<file path="config.mk">
export PLATFORM = sky130hd
export DESIGN_NAME = strip_common_mode_estimator
export DESIGN_NICKNAME = d
export VERILOG_FILES = /design/src/hw/rtl/cmest_pkg.sv /design/src/hw/rtl/cmest_ram.sv /design/src/hw/rtl/cmest_front.sv /design/src/hw/rtl/cmest_queue.sv /design/src/hw/rtl/cmest_back.sv /design/src/hw/rtl/strip_common_mode_estimator.sv
export SDC_FILE = /design/constraint.sdc
export NUM_CORES = 1
export LEC_CHECK = 0
export BUFFER_PORTS_ARGS = -buffer_cell sky130_fd_sc_hd__buf_2
export CORE_MARGIN = 3
export CORE_UTILIZATION = 50
export CTS_CLUSTER_SIZE = 30
export DETAILED_ROUTE_END_ITERATION = 8
export GPL_TIMING_DRIVEN = 0
export PLACE_DENSITY = 0.71
export SYNTH_ARGS = -nofsm -noshare
export SYNTH_HDL_FRONTEND = slang
export SYNTH_SLANG_ARGS = --single-unit
export TNS_END_PERCENT = 20
</file>
<file path="constraint.sdc">
create_clock -name i_clk -period 17.8 [get_ports i_clk]
set_input_delay 1.78 -clock i_clk [delete_from_list [all_inputs] [get_ports i_clk]]
set_output_delay 1.78 -clock i_clk [all_outputs]
set_load 0.02 [all_outputs]
</file>
<file path="src/hw/rtl/cmest_pkg.sv">
// Shared constants, types and the reciprocal table for the strip common-mode estimator.
package cmest_pkg;

    // Sensor geometry
    localparam int STRIPS_PER_GROUP  = 16;
    localparam int GROUPS_PER_SENSOR = 2;

    // Derived widths
    localparam int SLOT_W  = (STRIPS_PER_GROUP > 1) ? $clog2(STRIPS_PER_GROUP) : 1;
    localparam int GRP_W   = (GROUPS_PER_SENSOR > 1) ? $clog2(GROUPS_PER_SENSOR) : 1;
    localparam int ADDR_W  = SLOT_W + 1;
    localparam int SMP_W   = 13;
    localparam int THR_W   = SMP_W + 1;
    localparam int OFS_W   = 8;
    localparam int SUM_W   = SMP_W + SLOT_W;
    localparam int CNT_W   = $clog2(STRIPS_PER_GROUP + 1);
    localparam int RCP_W   = 12;
    localparam int PROD_W  = SUM_W + RCP_W + 1;
    localparam int CM_W    = 14;
    localparam int RND_SH  = 11;

    // Reset values
    localparam logic signed [SMP_W-1:0] MIN_RESET    = 13'sd4095;
    localparam logic [OFS_W-1:0]        OFFSET_RESET = 8'd24;
    localparam logic [SLOT_W-1:0] LAST_SLOT  = SLOT_W'(STRIPS_PER_GROUP - 1);
    localparam logic [GRP_W-1:0]  LAST_GROUP = GRP_W'(GROUPS_PER_SENSOR - 1);
    localparam logic signed [PROD_W-1:0] RND_BIAS = PROD_W'(1024);

    // One finished group waiting for its averaging pass
    typedef struct packed {
        logic                    bank;
        logic signed [THR_W-1:0] thr;
        logic                    group;
    } t_job;

    // Back part hands a sample bank back to the front part
    typedef struct packed {
        logic vld;
        logic bank;
    } t_release;

    typedef enum logic [2:0] {
        BK_IDLE,
        BK_SWEEP,
        BK_DRAIN,
        BK_MUL,
        BK_DONE
    } t_back_state;

    // round(2048/n) for n = index + 1
    function automatic logic [RCP_W-1:0] recip(input logic [3:0] idx);
        logic [RCP_W-1:0] r;
        unique case (idx)
            4'd0:  r = 12'd2048;
            4'd1:  r = 12'd1024;
            4'd2:  r = 12'd683;
            4'd3:  r = 12'd512;
            4'd4:  r = 12'd410;
            4'd5:  r = 12'd341;
            4'd6:  r = 12'd293;
            4'd7:  r = 12'd256;
            4'd8:  r = 12'd228;
            4'd9:  r = 12'd205;
            4'd10: r = 12'd186;
            4'd11: r = 12'd171;
            4'd12: r = 12'd158;
            4'd13: r = 12'd146;
            4'd14: r = 12'd137;
            4'd15: r = 12'd128;
            default: r = 12'd128;
        endcase
        return r;
    endfunction

endpackage

</file>
<file path="src/hw/rtl/cmest_ram.sv">
// Generic simple dual-port RAM with registered read.
module cmest_ram #(
    parameter int WIDTH = 8,
    parameter int DEPTH = 16
) (
    input  logic                     i_clk,
    input  logic                     i_we,
    input  logic [$clog2(DEPTH)-1:0] i_waddr,
    input  logic [WIDTH-1:0]         i_wdata,
    input  logic [$clog2(DEPTH)-1:0] i_raddr,
    output logic [WIDTH-1:0]         o_rdata
);
    logic [WIDTH-1:0] r_mem [DEPTH];
    logic [WIDTH-1:0] r_rdata;

    always_ff @(posedge i_clk) begin
        if (i_we) begin
            r_mem[i_waddr] <= i_wdata;
        end
        r_rdata <= r_mem[i_raddr];
    end

    assign o_rdata = r_rdata;
endmodule

</file>
<file path="src/hw/rtl/cmest_front.sv">
// Front part: takes strip items, tracks position and group minimum, stores samples.
module cmest_front (
    input  logic                           i_clk,
    input  logic                           i_rst_n,
    input  logic                           i_cfg_valid,
    input  logic [cmest_pkg::OFS_W-1:0]    i_cfg_data,
    input  logic                           i_valid,
    output logic                           o_ready,
    input  logic signed [cmest_pkg::SMP_W-1:0] i_strip,
    input  logic                           i_start,
    output logic                           o_we,
    output logic [cmest_pkg::ADDR_W-1:0]   o_waddr,
    output logic [cmest_pkg::SMP_W-1:0]    o_wdata,
    output logic                           o_push,
    output cmest_pkg::t_job                o_job,
    input  logic                           i_q_full,
    input  cmest_pkg::t_release            i_release
);
    import cmest_pkg::*;

    logic [OFS_W-1:0]        r_offset;
    logic [SLOT_W-1:0]       r_slot;
    logic [GRP_W-1:0]        r_grp;
    logic signed [SMP_W-1:0] r_min;
    logic                    r_bank;
    logic [1:0]              r_busy;

    logic                    acc;
    logic [SLOT_W-1:0]       eff_slot;
    logic [GRP_W-1:0]        eff_grp;
    logic signed [SMP_W-1:0] eff_min;
    logic signed [SMP_W-1:0] new_min;
    logic                    last;

    // Take an item only when the current bank is free and a job slot is open
    assign o_ready = !r_busy[r_bank] && !i_q_full;
    assign acc     = i_valid && o_ready;

    // Sensor start restarts the position before the sample is placed
    always_comb begin
        eff_slot = i_start ? '0 : r_slot;
        eff_grp  = i_start ? '0 : r_grp;
        eff_min  = i_start ? MIN_RESET : r_min;
        new_min  = (i_strip < eff_min) ? i_strip : eff_min;
        last     = (eff_slot == LAST_SLOT);
    end

    assign o_we    = acc;
    assign o_waddr = {r_bank, eff_slot};
    assign o_wdata = i_strip;
    assign o_push  = acc && last;

    always_comb begin
        o_job.bank  = r_bank;
        o_job.thr   = THR_W'(new_min) + THR_W'($signed({1'b0, r_offset}));
        o_job.group = eff_grp[0];
    end

    // Position, minimum and bank bookkeeping
    always_ff @(posedge i_clk) begin
        if (!i_rst_n) begin
            r_offset <= OFFSET_RESET;
            r_slot   <= '0;
            r_grp    <= '0;
            r_min    <= MIN_RESET;
            r_bank   <= 1'b0;
            r_busy   <= '0;
        end else begin
            if (i_cfg_valid) begin
                r_offset <= i_cfg_data;
            end
            if (i_release.vld) begin
                r_busy[i_release.bank] <= 1'b0;
            end
            if (acc) begin
                if (last) begin
                    r_slot         <= '0;
                    r_grp          <= (eff_grp == LAST_GROUP) ? '0 : eff_grp + 1'b1;
                    r_min          <= MIN_RESET;
                    r_bank         <= ~r_bank;
                    r_busy[r_bank] <= 1'b1;
                end else begin
                    r_slot <= eff_slot + 1'b1;
                    r_grp  <= eff_grp;
                    r_min  <= new_min;
                end
            end
        end
    end
endmodule

</file>
<file path="src/hw/rtl/cmest_queue.sv">
// Two-entry job queue between the front and back parts.
module cmest_queue (
    input  logic            i_clk,
    input  logic            i_rst_n,
    input  logic            i_push,
    input  cmest_pkg::t_job i_job,
    output logic            o_full,
    input  logic            i_pop,
    output logic            o_valid,
    output cmest_pkg::t_job o_job
);
    import cmest_pkg::*;

    t_job       r_ent [2];
    logic       r_wp;
    logic       r_rp;
    logic [1:0] r_cnt;

    assign o_full  = (r_cnt == 2'd2);
    assign o_valid = (r_cnt != 2'd0);
    assign o_job   = r_ent[r_rp];

    // Entry storage
    always_ff @(posedge i_clk) begin
        if (i_push) begin
            r_ent[r_wp] <= i_job;
        end
    end

    // Pointers and fill count
    always_ff @(posedge i_clk) begin
        if (!i_rst_n) begin
            r_wp  <= 1'b0;
            r_rp  <= 1'b0;
            r_cnt <= '0;
        end else begin
            if (i_push) begin
                r_wp <= ~r_wp;
            end
            if (i_pop) begin
                r_rp <= ~r_rp;
            end
            r_cnt <= r_cnt + {1'b0, i_push} - {1'b0, i_pop};
        end
    end
endmodule

</file>
<file path="src/hw/rtl/cmest_back.sv">
// Back part: sweeps a stored group, sums samples at or below threshold, scales and rounds.
module cmest_back (
    input  logic                          i_clk,
    input  logic                          i_rst_n,
    input  logic                          i_q_valid,
    input  cmest_pkg::t_job               i_job,
    output logic                          o_pop,
    output logic [cmest_pkg::ADDR_W-1:0]  o_raddr,
    input  logic [cmest_pkg::SMP_W-1:0]   i_rdata,
    output cmest_pkg::t_release           o_release,
    output logic                          o_valid,
    input  logic                          i_ready,
    output logic signed [cmest_pkg::CM_W-1:0] o_cm,
    output logic                          o_group
);
    import cmest_pkg::*;

    t_back_state              r_state;
    t_back_state              n_state;
    t_job                     r_job;
    logic [SLOT_W-1:0]        r_idx;
    logic                     r_rd_vld;
    logic signed [SUM_W-1:0]  r_sum;
    logic [CNT_W-1:0]         r_cnt;
    logic signed [PROD_W-1:0] r_prod;
    logic                     r_out_vld;
    logic signed [CM_W-1:0]   r_cm;
    logic                     r_group;

    logic                     load_out;
    logic                     mul_en;
    logic                     qual;
    logic [CNT_W-1:0]         cnt_m1;
    logic signed [PROD_W-1:0] biased;

    assign o_raddr = {r_job.bank, r_idx};
    assign qual    = r_rd_vld && ($signed({i_rdata[SMP_W-1], i_rdata}) <= r_job.thr);
    assign cnt_m1  = r_cnt - 1'b1;
    assign biased  = r_prod + RND_BIAS;

    // Next state
    always_comb begin
        n_state = r_state;
        unique case (r_state)
            BK_IDLE:  if (i_q_valid) n_state = BK_SWEEP;
            BK_SWEEP: if (r_idx == LAST_SLOT) n_state = BK_DRAIN;
            BK_DRAIN: n_state = BK_MUL;
            BK_MUL:   n_state = BK_DONE;
            BK_DONE:  if (!r_out_vld || i_ready) n_state = BK_IDLE;
            default:  n_state = BK_IDLE;
        endcase
    end

    // State outputs
    always_comb begin
        o_pop          = (r_state == BK_IDLE) && i_q_valid;
        mul_en         = (r_state == BK_MUL);
        o_release.vld  = mul_en;
        o_release.bank = r_job.bank;
        load_out       = (r_state == BK_DONE) && (!r_out_vld || i_ready);
    end

    // Control registers
    always_ff @(posedge i_clk) begin
        if (!i_rst_n) begin
            r_state   <= BK_IDLE;
            r_rd_vld  <= 1'b0;
            r_out_vld <= 1'b0;
        end else begin
            r_state  <= n_state;
            r_rd_vld <= (r_state == BK_SWEEP);
            if (load_out) begin
                r_out_vld <= 1'b1;
            end else if (i_ready) begin
                r_out_vld <= 1'b0;
            end
        end
    end

    // Sweep, accumulate, multiply and round
    always_ff @(posedge i_clk) begin
        if (o_pop) begin
            r_job <= i_job;
            r_idx <= '0;
            r_sum <= '0;
            r_cnt <= '0;
        end else begin
            if (r_state == BK_SWEEP) begin
                r_idx <= r_idx + 1'b1;
            end
            if (qual) begin
                r_sum <= r_sum + SUM_W'($signed(i_rdata));
                r_cnt <= r_cnt + 1'b1;
            end
        end
        if (mul_en) begin
            r_prod <= PROD_W'(r_sum) * PROD_W'($signed({1'b0, recip(4'(cnt_m1))}));
        end
        if (load_out) begin
            r_cm    <= biased[RND_SH+CM_W-1:RND_SH];
            r_group <= r_job.group;
        end
    end

    assign o_valid = r_out_vld;
    assign o_cm    = r_cm;
    assign o_group = r_group;
endmodule

</file>
<file path="src/hw/rtl/strip_common_mode_estimator.sv">
// Top level of the strip common-mode estimator.
// Strip samples enter one per cycle as long as a sample bank is free and the
// job queue has room; each group of STRIPS_PER_GROUP strips is written into
// one of two banks of a sample RAM, and its last strip queues an averaging
// job. The averaging unit reads the bank one sample per cycle, and short
// bursts run at one item per cycle while the other bank is being averaged.
// One result per group follows on the master side; a result left waiting
// there holds off new items only once the output register, the averaging
// unit, the job queue and both banks are all taken.
// The threshold offset register resets to 24 and is written through the cfg
// channel.
module strip_common_mode_estimator (
    input  logic        i_clk,
    input  logic        i_rst_n,
    // Configuration write: threshold_offset
    input  logic        i_cfg_valid,
    output logic        o_cfg_ready,
    input  logic [7:0]  i_cfg_data,
    // Input items
    input  logic        i_s_tvalid,
    output logic        o_s_tready,
    input  logic [15:0] i_s_tdata,   // [12:0] strip_value, [15:13] zero
    input  logic        i_s_tuser,   // [0] sensor_start
    // Result items
    output logic        o_m_tvalid,
    input  logic        i_m_tready,
    output logic [15:0] o_m_tdata,   // [13:0] common_mode, [15:14] zero
    output logic        o_m_tuser    // [0] group_index
);
    import cmest_pkg::*;

    logic              we;
    logic [ADDR_W-1:0] waddr;
    logic [SMP_W-1:0]  wdata;
    logic [ADDR_W-1:0] raddr;
    logic [SMP_W-1:0]  rdata;
    logic              push;
    logic              pop;
    logic              q_full;
    logic              q_valid;
    t_job              push_job;
    t_job              head_job;
    t_release          release_b;
    logic signed [CM_W-1:0] cm;

    assign o_cfg_ready = 1'b1;

    cmest_front u_front (
        .i_clk       (i_clk),
        .i_rst_n     (i_rst_n),
        .i_cfg_valid (i_cfg_valid),
        .i_cfg_data  (i_cfg_data),
        .i_valid     (i_s_tvalid),
        .o_ready     (o_s_tready),
        .i_strip     ($signed(i_s_tdata[SMP_W-1:0])),
        .i_start     (i_s_tuser),
        .o_we        (we),
        .o_waddr     (waddr),
        .o_wdata     (wdata),
        .o_push      (push),
        .o_job       (push_job),
        .i_q_full    (q_full),
        .i_release   (release_b)
    );

    cmest_ram #(
        .WIDTH (SMP_W),
        .DEPTH (2 * STRIPS_PER_GROUP)
    ) u_ram (
        .i_clk   (i_clk),
        .i_we    (we),
        .i_waddr (waddr),
        .i_wdata (wdata),
        .i_raddr (raddr),
        .o_rdata (rdata)
    );

    cmest_queue u_queue (
        .i_clk   (i_clk),
        .i_rst_n (i_rst_n),
        .i_push  (push),
        .i_job   (push_job),
        .o_full  (q_full),
        .i_pop   (pop),
        .o_valid (q_valid),
        .o_job   (head_job)
    );

    cmest_back u_back (
        .i_clk     (i_clk),
        .i_rst_n   (i_rst_n),
        .i_q_valid (q_valid),
        .i_job     (head_job),
        .o_pop     (pop),
        .o_raddr   (raddr),
        .i_rdata   (rdata),
        .o_release (release_b),
        .o_valid   (o_m_tvalid),
        .i_ready   (i_m_tready),
        .o_cm      (cm),
        .o_group   (o_m_tuser)
    );

    assign o_m_tdata = {2'b00, cm};
endmodule

</file>
After elaboration in Yosys (flattened, before gate mapping)
Memories as Yosys holds them, arrays and structs flattened. A register that Yosys moved wholly into a read port is not among the register bits.
Cells that the tools add are included.
Storage, ports and cells
  memories kept: 3
  RAM bits: 448
  flip-flop bits (word level): 104
  logic and storage cells: 100
  memory bits (read-only): 192
Operators by class
  $mul: 1
  reduce and logical (&&, ||, !) cells: 17
  add/subtract/negate cells: 10
  equality and inequality tests: 10
  multiplexer cells: 29
  order comparisons: 6
  bitwise logic cells: 6
Memories
  u_ram.r_mem: words 32, width 13, read ports 1, clocked after Yosys merged registers in 1, write ports 1, RTL line cmest_ram.sv:13  | logic [WIDTH-1:0] r_mem [DEPTH];
  (name not given): words 16, width 12, read ports 1, clocked after Yosys merged registers in 0, write ports 0, RTL line cmest_pkg.sv:53  | unique case (idx)
  u_queue.r_ent: words 2, width 16, read ports 1, clocked after Yosys merged registers in 1, write ports 1, RTL line cmest_queue.sv:14  | t_job r_ent [2];
Operator list (number)
  two-way mux 13 bit: 3
  adder 25 x 12 -> 25 bit, second input constant: 1
  multiplier 17 x 13 -> 25 bit: 1
  adder 17 x 13 -> 17 bit: 1
  case mux 3 bit (5 select lines): 1
  adder 13 x 9 -> 14 bit: 1
  <= comparator 13 x 14 -> 1 bit: 1
  less-than comparator 13 bit: 1
  two-way mux 1 bit: 13
  two-way mux 12 bit: 1
  two-way mux 3 bit: 3
  adder 4 x 1 -> 4 bit, second input constant: 2
  == test 4 bit, second input constant: 2
  logical AND 1 bit: 8
  two-way mux 2 bit: 4
  two-way mux 4 bit: 2
  == test 3 x 2 -> 1 bit, second input constant: 2
  adder 5 x 1 -> 5 bit, second input constant: 1
  less-than comparator 1 x 2 -> 1 bit, second input constant: 2
  inequality test 2 x 1 -> 1 bit, second input constant: 2
  nonzero test 2 bit: 2
  subtractor 4 x 1 -> 4 bit, second input constant: 1
  == test 3 x 1 -> 1 bit, second input constant: 1
  == test 3 bit, second input constant: 1
  16 further kinds: 22

Logic depth before layout (Yosys ltp)
Gate-level depths: netlist of run 1.
  depth after elaboration: 11
  gate-level depth with buffers: 30
  mapped depth without buffers: 28

By module
From an unflattened synthesis of run 1, not the netlist that was laid out.
Second synthesis, totals
  cell total of the unflattened synthesis: 2457
  area total of the unflattened synthesis: 31078.6 um2
Modules (own cells, without submodules)
  cmest_ram: cells each 936, area an instance 16728.5 um2, sequential area each 12752.2 um2, times used 1
  cmest_back: cells each 1162, area an instance 10576.4 um2, sequential area each 1981.9 um2, times used 1
  cmest_front: cells each 283, area an instance 2306.0 um2, sequential area each 580.6 um2, times used 1
  cmest_queue: cells each 71, area an instance 1437.6 um2, sequential area each 1061.0 um2, times used 1
  strip_common_mode_estimator: cells each 5, area an instance 30.0 um2, sequential area each 0.0 um2, times used 1

Worst setup path after synthesis of run 1
OpenSTA, ideal clock, no wires.
  path kind: reg2reg
  from: register u_back.r_cnt[0]
  to: register u_back.r_prod[22], data pin
  setup slack: 11053 ps
  stages on the path, launching flop included: 30
  clock period less this slack: 6747 ps
  arrival: 6489 ps
  setup time: 258 ps
  path through: dfxtp_1 -> buf_2 -> inv_1 -> ha_1 -> xor2_2 -> ha_1 -> nand2b_1 -> mux2i_1 -> clkbuf_1 -> nor2_1 -> fa_1 -> inv_1 -> fa_1 -> inv_1 -> fa_1 -> inv_1 -> fa_1 -> inv_1 -> fa_1 -> ha_1 -> a21o_1 -> a21oi_1 -> nor2b_1 -> a21oi_1 -> o21a_2 -> o211ai_4 -> or3_4 -> a21boi_1 -> nor2_1 -> xnor2_1
On the way
  longest elaborated chain between the ends: 4
Ends and longest elaborated chain
  start, declared: RTL line cmest_back.sv:24  | logic [CNT_W-1:0] r_cnt;
  start signal, assigned: RTL line cmest_back.sv:93  | r_cnt <= r_cnt + 1'b1;
  subtractor 4 x 1 -> 4 bit: RTL line cmest_back.sv:38  | assign cnt_m1 = r_cnt - 1'b1;
  net u_back.cnt_m1[0]: RTL line cmest_back.sv:33  | logic [CNT_W-1:0] cnt_m1;
  memory read (16 x 12 bit)
  two-way mux 12 bit: RTL line cmest_back.sv:96  | if (mul_en) begin
  multiplier 17 x 13 -> 25 bit: RTL line cmest_back.sv:97  | r_prod <= PROD_W'(r_sum) * PROD_W'($signed({1'b0, recip(4'(cnt_m1))}));
  end signal, assigned: RTL line cmest_back.sv:97
  end, declared: RTL line cmest_back.sv:25  | logic signed [PROD_W-1:0] r_prod;
The timed path passes the listed nets, and every way through them passes these cells. The select of a mux whose other input is x is not followed.
A chain may end at the register's enable or synchronous reset.

Final worst setup path of run 1
  from: register u_back.r_cnt[0]
  to: register u_back.r_prod[24], data pin
Same word-level chain as after synthesis.

==> run_results.csv, run 1 <==
group,metric,value,unit
placement,portBuffers,42,
job,maxCapViolations,0,
setup_path,cp_slowest_cell,"a211oi_1",
global_route,globalRouteTotalUtil,21.6,%
sta,setup-tns-final,0,ps
global_route,grt_pass1_vias,18300,
clocking,holdBufCountCts,0,
sta,whs,422,ps
setup_path,critPathCaptureType,"flip-flop",
power_and_ir_drop,total_power,4.35,mW
sta,fin_worst_skew,54.7,ps
sta,finalWorstSetupSlack,9910,ps
setup_path,worstSetupEndpoint,"u_back.r_prod[24]",
setup_path,rr_startpoint,"u_back.r_cnt[0]",
sta,rsz0062_at_grt,"no",
die,start_util,50.8,%
power_and_ir_drop,p_per_area,129,nW/um^2
die,rows,89,
finish,syn2layout_area_growth,11.7,%
power_and_ir_drop,leakagePower,12.8,nW
setup_path,critPathTopFamily,"adder cells",
route,drtPass1Iterations,8,
clocking,post_cts_buffers,0,
finish,fin_util,56.8,%
logic_synthesis,async_reset_ff_share,0,%
clocking,cts_root_buffer,"clkbuf_16",
logic_synthesis,netlist_area,30100,um^2
route,wl_per_cell,21.6,um
placement,post-dp-hpwl,46.8,mm
clocking,post_cts_resized,0,
finish,fin_area,33600,um^2
sta,setup_viol,0,
route,antenna_left,0,
setup_path,reg2reg_to,"u_back.r_prod[24]",
placement,place_inst,2973,
setup_path,crit_type,"flip-flop to flip-flop",
logic_synthesis,ys_seq_area_share,54.3,%
setup_path,rrSetupSlack,9910,ps
setup_path,cp-start-kind,"flip-flop",
global_route,grt_pass1_wl,105,mm
sta,hold_viol,0,
logic_synthesis,ys_seq_elements,570,
die,die_y,251,um
die,die_w,251,um
sta,tightest_slew,1390,ps
finish,final_common_cell,"edfxtp_1",
setup_path,cp.arrival,8240,ps
die,num_io_pins,50,
clocking,clk_pin_slew,60,ps
route,drtIter0Drc,1543,
die,coreArea,59200,um^2
clocking,clk_latency,650,ps
setup_path,cpMostUsedCell,"inv_1",
setup_path,path_depth,28,
sta,drv_slew,0,
logic_synthesis,ys.flop_type,"edfxtp_1",
logic_synthesis,avgSynthCellArea,14.0,um^2
logic_synthesis,synth_warnings,0,
sta,period_share,44.4,%
worst_hold_path,hold_class,"flip-flop to flip-flop",
outcome,outcome,"complete, no violations",
power_and_ir_drop,ir_worst_vdd,0.0917,mV
setup_path,cp.required,18150,ps
setup_path,path_buf_inv,8,
clocking,cts_sinks,570,
sta,slew_headroom,7.14,%
placement,place_congestion,0.912,
sta,clock.fmax,127,MHz
setup_path,slowest_delay,1010,ps
clocking,numCtsBuffers,59,
setup_path,crit_start,"u_back.r_cnt[0]",
die,die_area,63200,um^2
clocking,htreeDepth,2,
global_route,grt_max_degree,38,
route,drc,0,
finish,instances_no_fill,3082,
setup_path,critical_path.max_fanout,10,
placement,dpl_cell_area,31500,um^2
setup_path,r2r_cells,28,
route,drt_wl_total,66.4,mm
clocking,cts_buffer_depth,3,
global_route,overflow,0,
finish,layout_common_cells,"edfxtp_1 (494), inv_1 (259), nand2_1 (205)",
route,viasPerCell,5.64,
finish,drive_gt1_share,14.5,%
route,num_vias,17400,
placement,place_ws,10000,ps
finish,final_nets,2573,
logic_synthesis,synth.distinct_cells,72,
logic_synthesis,synth_edf_count,494,
sta,period_minus_slack,7890,ps
finish,diodes,0,
global_route,grt_antenna_before_repair,0,
logic_synthesis,syn_inst,2146,
clocking,cts_tree,"done",
[state kept, by name, indices dropped and copies added, names as in the netlist, 8 cells and up]
name and flops:
u_back.r_sum 17, u_back.r_job 15, u_back.r_prod 15, u_front.r_min 13
u_ram.r_mem 416, u_back.o_cm 14, u_ram.o_rdata 13, u_front.r_offset 8
u_queue.r_ent 32
[final cells by class]
cell class              instances  area, um^2
inverters                     260         976
clock inverters                44         653
well taps                     773         967
clock buffers                  65        1520
flip-flops and latches        570       16400
multi-input cells            1226       12500
plain buffers                  91         368
fillers                      4651       25600
repair buffers                 53         330
[logic make-up (layout without fill, tap and decap cells)]
family          after synthesis  after routing  synth area share (%)
fa+ha+maj                   282            282                  15.7
flops                       570            570                  54.3
other cells                   2              3                0.0249
mux                         175            175                  11.3
xor+xnor                     80             80                  2.38
simple gates                527            527                  8.17
buf+inv                     351            513                  4.46
compound gates              159            159                  3.62
[power breakdown]
group	internal, mW	switching (mW)
sequential	1.54	0.0519
clock	0.824	0.531
combinational	0.568	0.834
[worst register-to-register path: cells and delay by family (launching register included)]
| family | cells | cell delay, ps |
|---|---|---|
| adders and majority gates | 7 | 3000 |
| AOI/OAI and AO/OA | 6 | 2070 |
| buffers and inverters | 8 | 1070 |
| and+or+nand+nor | 5 | 680 |
| DFF | 1 | 420 |
| xor gates and xnor gates | 2 | 390 |
[synthesized netlist by cell type, types with 4 or more instances]
library cell,instances,share of area (%)
a211o_1,5,0.15
a21o_1,14,0.35
a21oi_1,38,0.63
a31oi_1,5,0.10
and2_1,69,1.4
and3_1,12,0.25
buf_1,9,0.11
buf_2,5,0.083
clkbuf_1,73,0.91
dfxtp_1,76,5.1
edfxtp_1,494,49
fa_1,161,11
ha_1,121,5.0
inv_1,259,3.2
mux2_2,17,0.64
mux2i_1,28,0.93
mux4_2,130,9.7
nand2_1,205,2.6
nand2b_1,10,0.21
nand3_1,29,0.48
nand4_1,13,0.27
nor2_1,122,1.5
nor2b_1,28,0.58
nor3_1,19,0.32
o211ai_1,12,0.30
o21a_1,22,0.55
o21ai_0,25,0.42
o21bai_1,4,0.10
xnor2_1,55,1.6
xor2_1,23,0.67
[per-layer routing]
metal | routed length, um | track usage, %
met5 | 0 | 0
met2 | 33100 | 36.9
met1 | 26700 | 28.1
met4 | 2850 | 8.64
met3 | 3790 | 3.18
[how the worst min path moves through the flow]
stage	start	end	slack, ps	depth (start not counted)
final	u_back.r_job[0]	u_back.o_group	420	0
after global routing	u_back.r_job[0]	u_back.o_group	440	0
after CTS	u_back.r_job[0]	u_back.o_group	430	0
after detailed placement	u_back.r_job[0]	u_back.o_group	410	0
after global placement	u_back.r_job[0]	u_back.o_group	410	0
after floorplan	u_back.r_job[0]	u_back.o_group	400	0
(Power assumes the default switching activity.)
==> run 2, diff against run 1 <==
Settings changed: ABC_AREA from default to 1, PLACE_DENSITY 0.71 to 0.73.
Clock period 17.8 ns to 7.19 ns, I/O delays scaled along.
==> run 2 against run 1 <==
Sequential cell count unchanged. Setup slack worse by 9400 ps. Synthesized cell count up 38%. Routed wire length up 23%. Maximum frequency up 18%. Via count up 29%. Global-route usage up 3.9 points. Hold slack worse by 88 ps. Final cell count up 26%. Core utilization down 0.68 points. Synthesized area up 2.0%. Clock-buffer cell count up 6. Critical path type unchanged. Largest cell class unchanged. Highest routed layer unchanged.
==> run_results.csv, run 2 <==
group,metric,value,unit
logic_synthesis,ys_seq_area_share,53.3,%
setup_path,cp-start-kind,"flip-flop",
sta,period_minus_slack,6710,ps
logic_synthesis,synth_most_common_cell,"edfxtp_1",
logic_synthesis,async_reset_ff_share,0,%
logic_synthesis,netlist_area,30700,um^2
route,drtPass1Iterations,6,
placement,place_congestion,0.974,
global_route,globalRouteTotalUtil,25.5,%
job,maxCapViolations,0,
logic_synthesis,synth_area_leaders,"edfxtp_1 (48%), fa_1 (10%), nor2_1 (5.3%), dfxtp_1 (5.0%), ha_1 (4.9%)",
clocking,clk_pin_slew,60,ps
global_route,grt_max_degree,35,
die,num_io_pins,50,
sta,setup-tns-final,0,ps
finish,syn2layout_area_growth,10.6,%
die,rows,90,
logic_synthesis,ys_seq_elements,570,
logic_synthesis,yosysTopAreaCellShare,48.3,%
global_route,busiest_layer,"met2",
finish,final_nets,3379,
clocking,cts_sinks,570,
die,start_util,50.7,%
placement,portBuffers,42,
global_route,use_met1,34.3,%
die,die_w,254,um
finish,diodes,0,
route,drt_wl_total,81.4,mm
logic_synthesis,avgSynthCellArea,10.4,um^2
setup_path,cp.required,7660,ps
clocking,cts_buffer_depth,3,
finish,fillerInstances,5074,
route,viasPerCell,5.73,
sta,rsz0062_at_grt,"no",
global_route,overflow,0,
worst_hold_path,hold_class,"primary input to flip-flop",
placement,place_inst,3787,
setup_path,cp.arrival,7180,ps
logic_synthesis,synth.distinct_cells,43,
route,num_vias,22300,
clocking,post_cts_buffers,0,
sta,fin_worst_skew,36.7,ps
setup_path,critPathCaptureType,"flip-flop",
global_route,grtUsageMet2,41.7,%
sta,slew_headroom,6.65,%
clocking,cts_tree,"done",
finish,fin_util,56.1,%
global_route,grt_pass1_vias,21900,
setup_path,critical_path.max_fanout,9,
setup_path,crit_type,"flip-flop to flip-flop",
finish,final_common_cell,"edfxtp_1",
sta,hold_viol,0,
global_route,use_met3,4.71,%
finish,drive_gt1_share,6.90,%
sta,drv_slew,0,
finish,reg_top3,"u_ram.r_mem (416), u_queue.r_ent (32), u_back.r_sum (17)",
clocking,clk_latency,630,ps
logic_synthesis,syn_inst,2956,
die,die_area,64400,um^2
route,drc,0,
die,coreArea,60600,um^2
die,die_y,254,um
clocking,htreeDepth,2,
global_route,grt_antenna_before_repair,0,
sta,clock.fmax,149,MHz
outcome,outcome,"complete, no violations",
global_route,grt_pass1_wl,125,mm
route,antenna_left,0,
logic_synthesis,ys.flop_type,"edfxtp_1",
clocking,cts_root_buffer,"clkbuf_16",
logic_synthesis,synth_top_area_cell,"edfxtp_1",
finish,largest-register,"u_ram.r_mem",
finish,instances_no_fill,3896,
sta,setup_viol,0,
route,drtIter0Drc,2381,
finish,largest_reg_flops,416,
placement,post-dp-hpwl,57.3,mm
logic_synthesis,synth_edf_count,494,
setup_path,rrSetupSlack,480,ps
route,wl_per_cell,20.9,um
clocking,numCtsBuffers,57,
sta,tightest_slew,1400,ps
logic_synthesis,synth_warnings,0,
sta,period_share,93.3,%
logic_synthesis,synthTopCellsByCount,"edfxtp_1 (494), nor2_1 (431), nand2_1 (398)",
finish,layout_common_cells,"edfxtp_1 (494), nor2_1 (417), nand2_1 (398)",
==> run 2: cell families after synthesis <==
family | synth area share (%)
flops | 53.3
other cells | 0.0245
fa+ha+maj | 15.4
compound gates | 9.86
buf+inv | 6.20
xor+xnor | 1.83
simple gates | 13.4
==> run 2: layout make-up <==
type	instances	area [um^2]	share of cell area [%]
well taps	782	978	2.88
clock inverters	35	388	1.14
repair buffers	51	319	0.939
inverters	375	1410	4.14
clock buffers	71	1520	4.47
flip-flops and latches	570	16400	48.2
multi-input cells	1890	12500	36.8
plain buffers	122	498	1.47
==> run 2: worst paths after layout <==
kind,startpoint,to,depth (start not counted)
hold / removal,i_cfg_data[3],u_front.r_offset[3],3
setup reg to reg,u_back.r_cnt[0],u_back.r_prod[24],25
hold reg to reg,u_back.r_job[0],u_back.o_group,0
setup / recovery,u_back.r_cnt[0],u_back.r_prod[24],25
==> run 2: critical path, cell delays in order, from the launching register on <==
cell	delay, ps
dfxtp_2	360
inv_2	160
ha_1	240
inv_1	70
nand2_1	110
nand2_2	130
ha_1	210
o21ai_0	480
inv_1	300
nand2_1	240
fa_1	440
inv_1	80
fa_1	440
fa_1	490
fa_1	540
inv_1	50
fa_1	590
inv_1	60
ha_1	370
a21oi_1	220
o21ai_0	120
a221oi_1	360
o21ai_0	140
a21oi_1	230
nand2_1	90
nand2_1	60
==> run 2: metrics by stage <==
stage / hold slack, ps / setup slack, ps / area, um^2
after floorplan: 400 / 1210 / 30700
after global placement: 427 / 456 / 31900
after detailed placement: 427 / 357 / 32000
after CTS: 308 / 322 / 33900
after global routing: 332 / 21.8 / 34000
final: 334 / 480 / 34000
==> run 2: routing by layer <==
| metal | vias up | part of all wire [%] | wire (um) |
|---|---|---|---|
| met3 | 207 | 9.5 | 7740 |
| met1 | 10800 | 40 | 32200 |
| li1 | 10200 | - | - |
| met5 | - | 0 | 0 |
| met2 | 1084 | 47 | 38300 |
| met4 | 0 | 3.9 | 3200 |
==> run 2: repair_timing <==
| action | CTS | global route |
|---|---|---|
| endpoints found under the hold margin | 0 | 0 |
| resized for setup | 0 | 4 |
| endpoints found under the setup margin | 0 | 2 |
| hold buffers | 0 | 0 |
Power of run 2 is left out: the tool's default activity adds up to more than one toggle a clock period on the data nets, which glitch-free logic cannot reach.
==> run 3, diff against run 2 <==
Settings changed: CORE_MARGIN 3 to 4, PLACE_DENSITY 0.73 to 0.71, SKIP_LAST_GASP from default to 1.
Clock period 7.19 ns to 7.5 ns, I/O delays scaled along.
==> run 3 against run 2 <==
Critical endpoint is now u_back.r_prod[20]. Non-clock buffer count down 4. Hold slack improved by 7.6 ps. Register-to-register slack worse by 140 ps. Setup slack lost 140 ps. Cell area hardly changed. Core utilization about the same. Highest routed layer unchanged. First-iteration DRC count increased by 6.3%. Sequential cell count did not move. Clock skew down 9.6 ps.
==> run_results.csv, run 3 (synthesis results as in run 2) <==
group,metric,value,unit
outcome,outcome,"complete, no violations",
worst_hold_path,hold_class,"primary input to flip-flop",
clocking,cts_root_buffer,"clkbuf_16",
route,drtPass1Iterations,6,
setup_path,cp.arrival,7530,ps
setup_path,cp.required,7870,ps
route,wl_per_cell,21.9,um
sta,period_minus_slack,7160,ps
clocking,post_cts_buffers,0,
setup_path,crit_start,"u_back.r_cnt[0]",
global_route,grt_pass1_vias,22300,
setup_path,critPathCaptureType,"flip-flop",
finish,largest-register,"u_ram.r_mem",
route,viasPerCell,5.77,
sta,setup_viol,0,
clocking,cts_tree,"done",
finish,layout_common_cells,"edfxtp_1 (494), nor2_1 (414), nand2_1 (398)",
finish,instances_no_fill,3895,
finish,diodes,0,
finish,drive_gt1_share,6.91,%
worst_hold_path,min_from,"i_cfg_data[3]",
clocking,cts_sinks,570,
setup_path,cp-start-kind,"flip-flop",
global_route,globalRouteTotalUtil,25.6,%
setup_path,crit_type,"flip-flop to flip-flop",
sta,drv_slew,0,
route,drtIter0Drc,2530,
placement,post-dp-hpwl,60.1,mm
route,drt_wl_total,85.1,mm
die,coreArea,60600,um^2
placement,place_congestion,0.941,
sta,tightest_slew,1390,ps
sta,rsz0062_at_grt,"no",
clocking,clk_pin_slew,60,ps
finish,syn2layout_area_growth,10.7,%
clocking,cts_buffer_depth,3,
placement,place_inst,3784,
route,num_vias,22500,
global_route,grt_max_degree,35,
die,die_w,256,um
finish,final_nets,3376,
setup_path,critical_path.max_fanout,10,
sta,fin_worst_skew,27.1,ps
clocking,post_cts_resized,0,
global_route,overflow,0,
finish,largest_reg_flops,416,
sta,hold_viol,0,
clocking,htreeDepth,2,
die,num_io_pins,50,
global_route,grt_pass1_wl,130,mm
job,maxCapViolations,0,
sta,slew_headroom,6.73,%
setup_path,rr_startpoint,"u_back.r_cnt[0]",
finish,final_common_cell,"edfxtp_1",
finish,fin_util,56.1,%
die,die_area,65500,um^2
clocking,numCtsBuffers,58,
sta,setup-tns-final,0,ps
sta,clock.fmax,140,MHz
placement,portBuffers,42,
sta,period_share,95.4,%
die,rows,90,
clocking,holdBufCountCts,0,
route,drc,0,
die,die_y,256,um
clocking,clk_latency,630,ps
die,start_util,50.7,%
route,antenna_left,0,
finish,reg_top3,"u_ram.r_mem (416), u_queue.r_ent (32), u_back.r_sum (17)",
global_route,grt_antenna_before_repair,1,
-- run 3: cell types whose count changed in the layout (fill, tap and decap cells not counted), sizes merged --
cell / change
inv: +1
clkbuf: -5
buf: -4
bufinv: +2
clkinv: +5
-- run 3: worst max-delay path, cell delays in order, from the launching register on --
cell and delay (ps):
dfxtp_1 470, inv_2 150, ha_1 260, nand2_2 100, nand2_2 100, ha_1 210, o21ai_0 630, inv_1 390
buf_2 310, nand2_1 120, fa_1 420, fa_1 520, inv_1 60, fa_1 520, fa_1 500, inv_1 50
fa_1 470, inv_1 40, ha_1 330, a21oi_1 290, o21ai_0 130, a21oi_1 440, nand2_2 160, nand2_2 90
nand2_1 50, nand2_1 50, nand2_1 40
-- run 3: worst paths after layout --
| kind | end | slack, ps | depth (start not counted) |
|---|---|---|---|
| worst min-delay path | u_front.r_offset[3] | 340 | 3 |
| worst max register to register | u_back.r_prod[20] | 340 | 26 |
| worst min register to register | u_back.o_group | 440 | 0 |
| worst max-delay path | u_back.r_prod[20] | 340 | 26 |
-- run 3: layer usage --
layer | wire length [um] | track usage, %
met5 | 0 | 0
met4 | 4140 | 11.0
met3 | 6530 | 3.29
met2 | 40300 | 41.9
met1 | 34100 | 34.8
-- run 3: stage by stage --
step / instance area (um^2) / hold slack (ps) / setup WS [ps]
3_5_place_dp: 32000 / 426 / 416
3_3_place_gp: 31900 / 404 / 418
6_report: 34000 / 342 / 342
4_1_cts: 33900 / 323 / 417
2_1_floorplan: 30700 / 400 / 1520
5_1_grt: 34000 / 354 / 56.8
-- run 3: layout make-up --
cell class	instances	area [um^2]
Timing Repair Buffer	47	274
Fill cell	5127	26600
Sequential cell	570	16400
Multi-Input combinational cell	1890	12500
Buffer	122	498
Clock inverter	43	473
Clock buffer	66	1510
Inverter	375	1410
Tap cell	782	978
Power of run 3 is left out for the same reason.
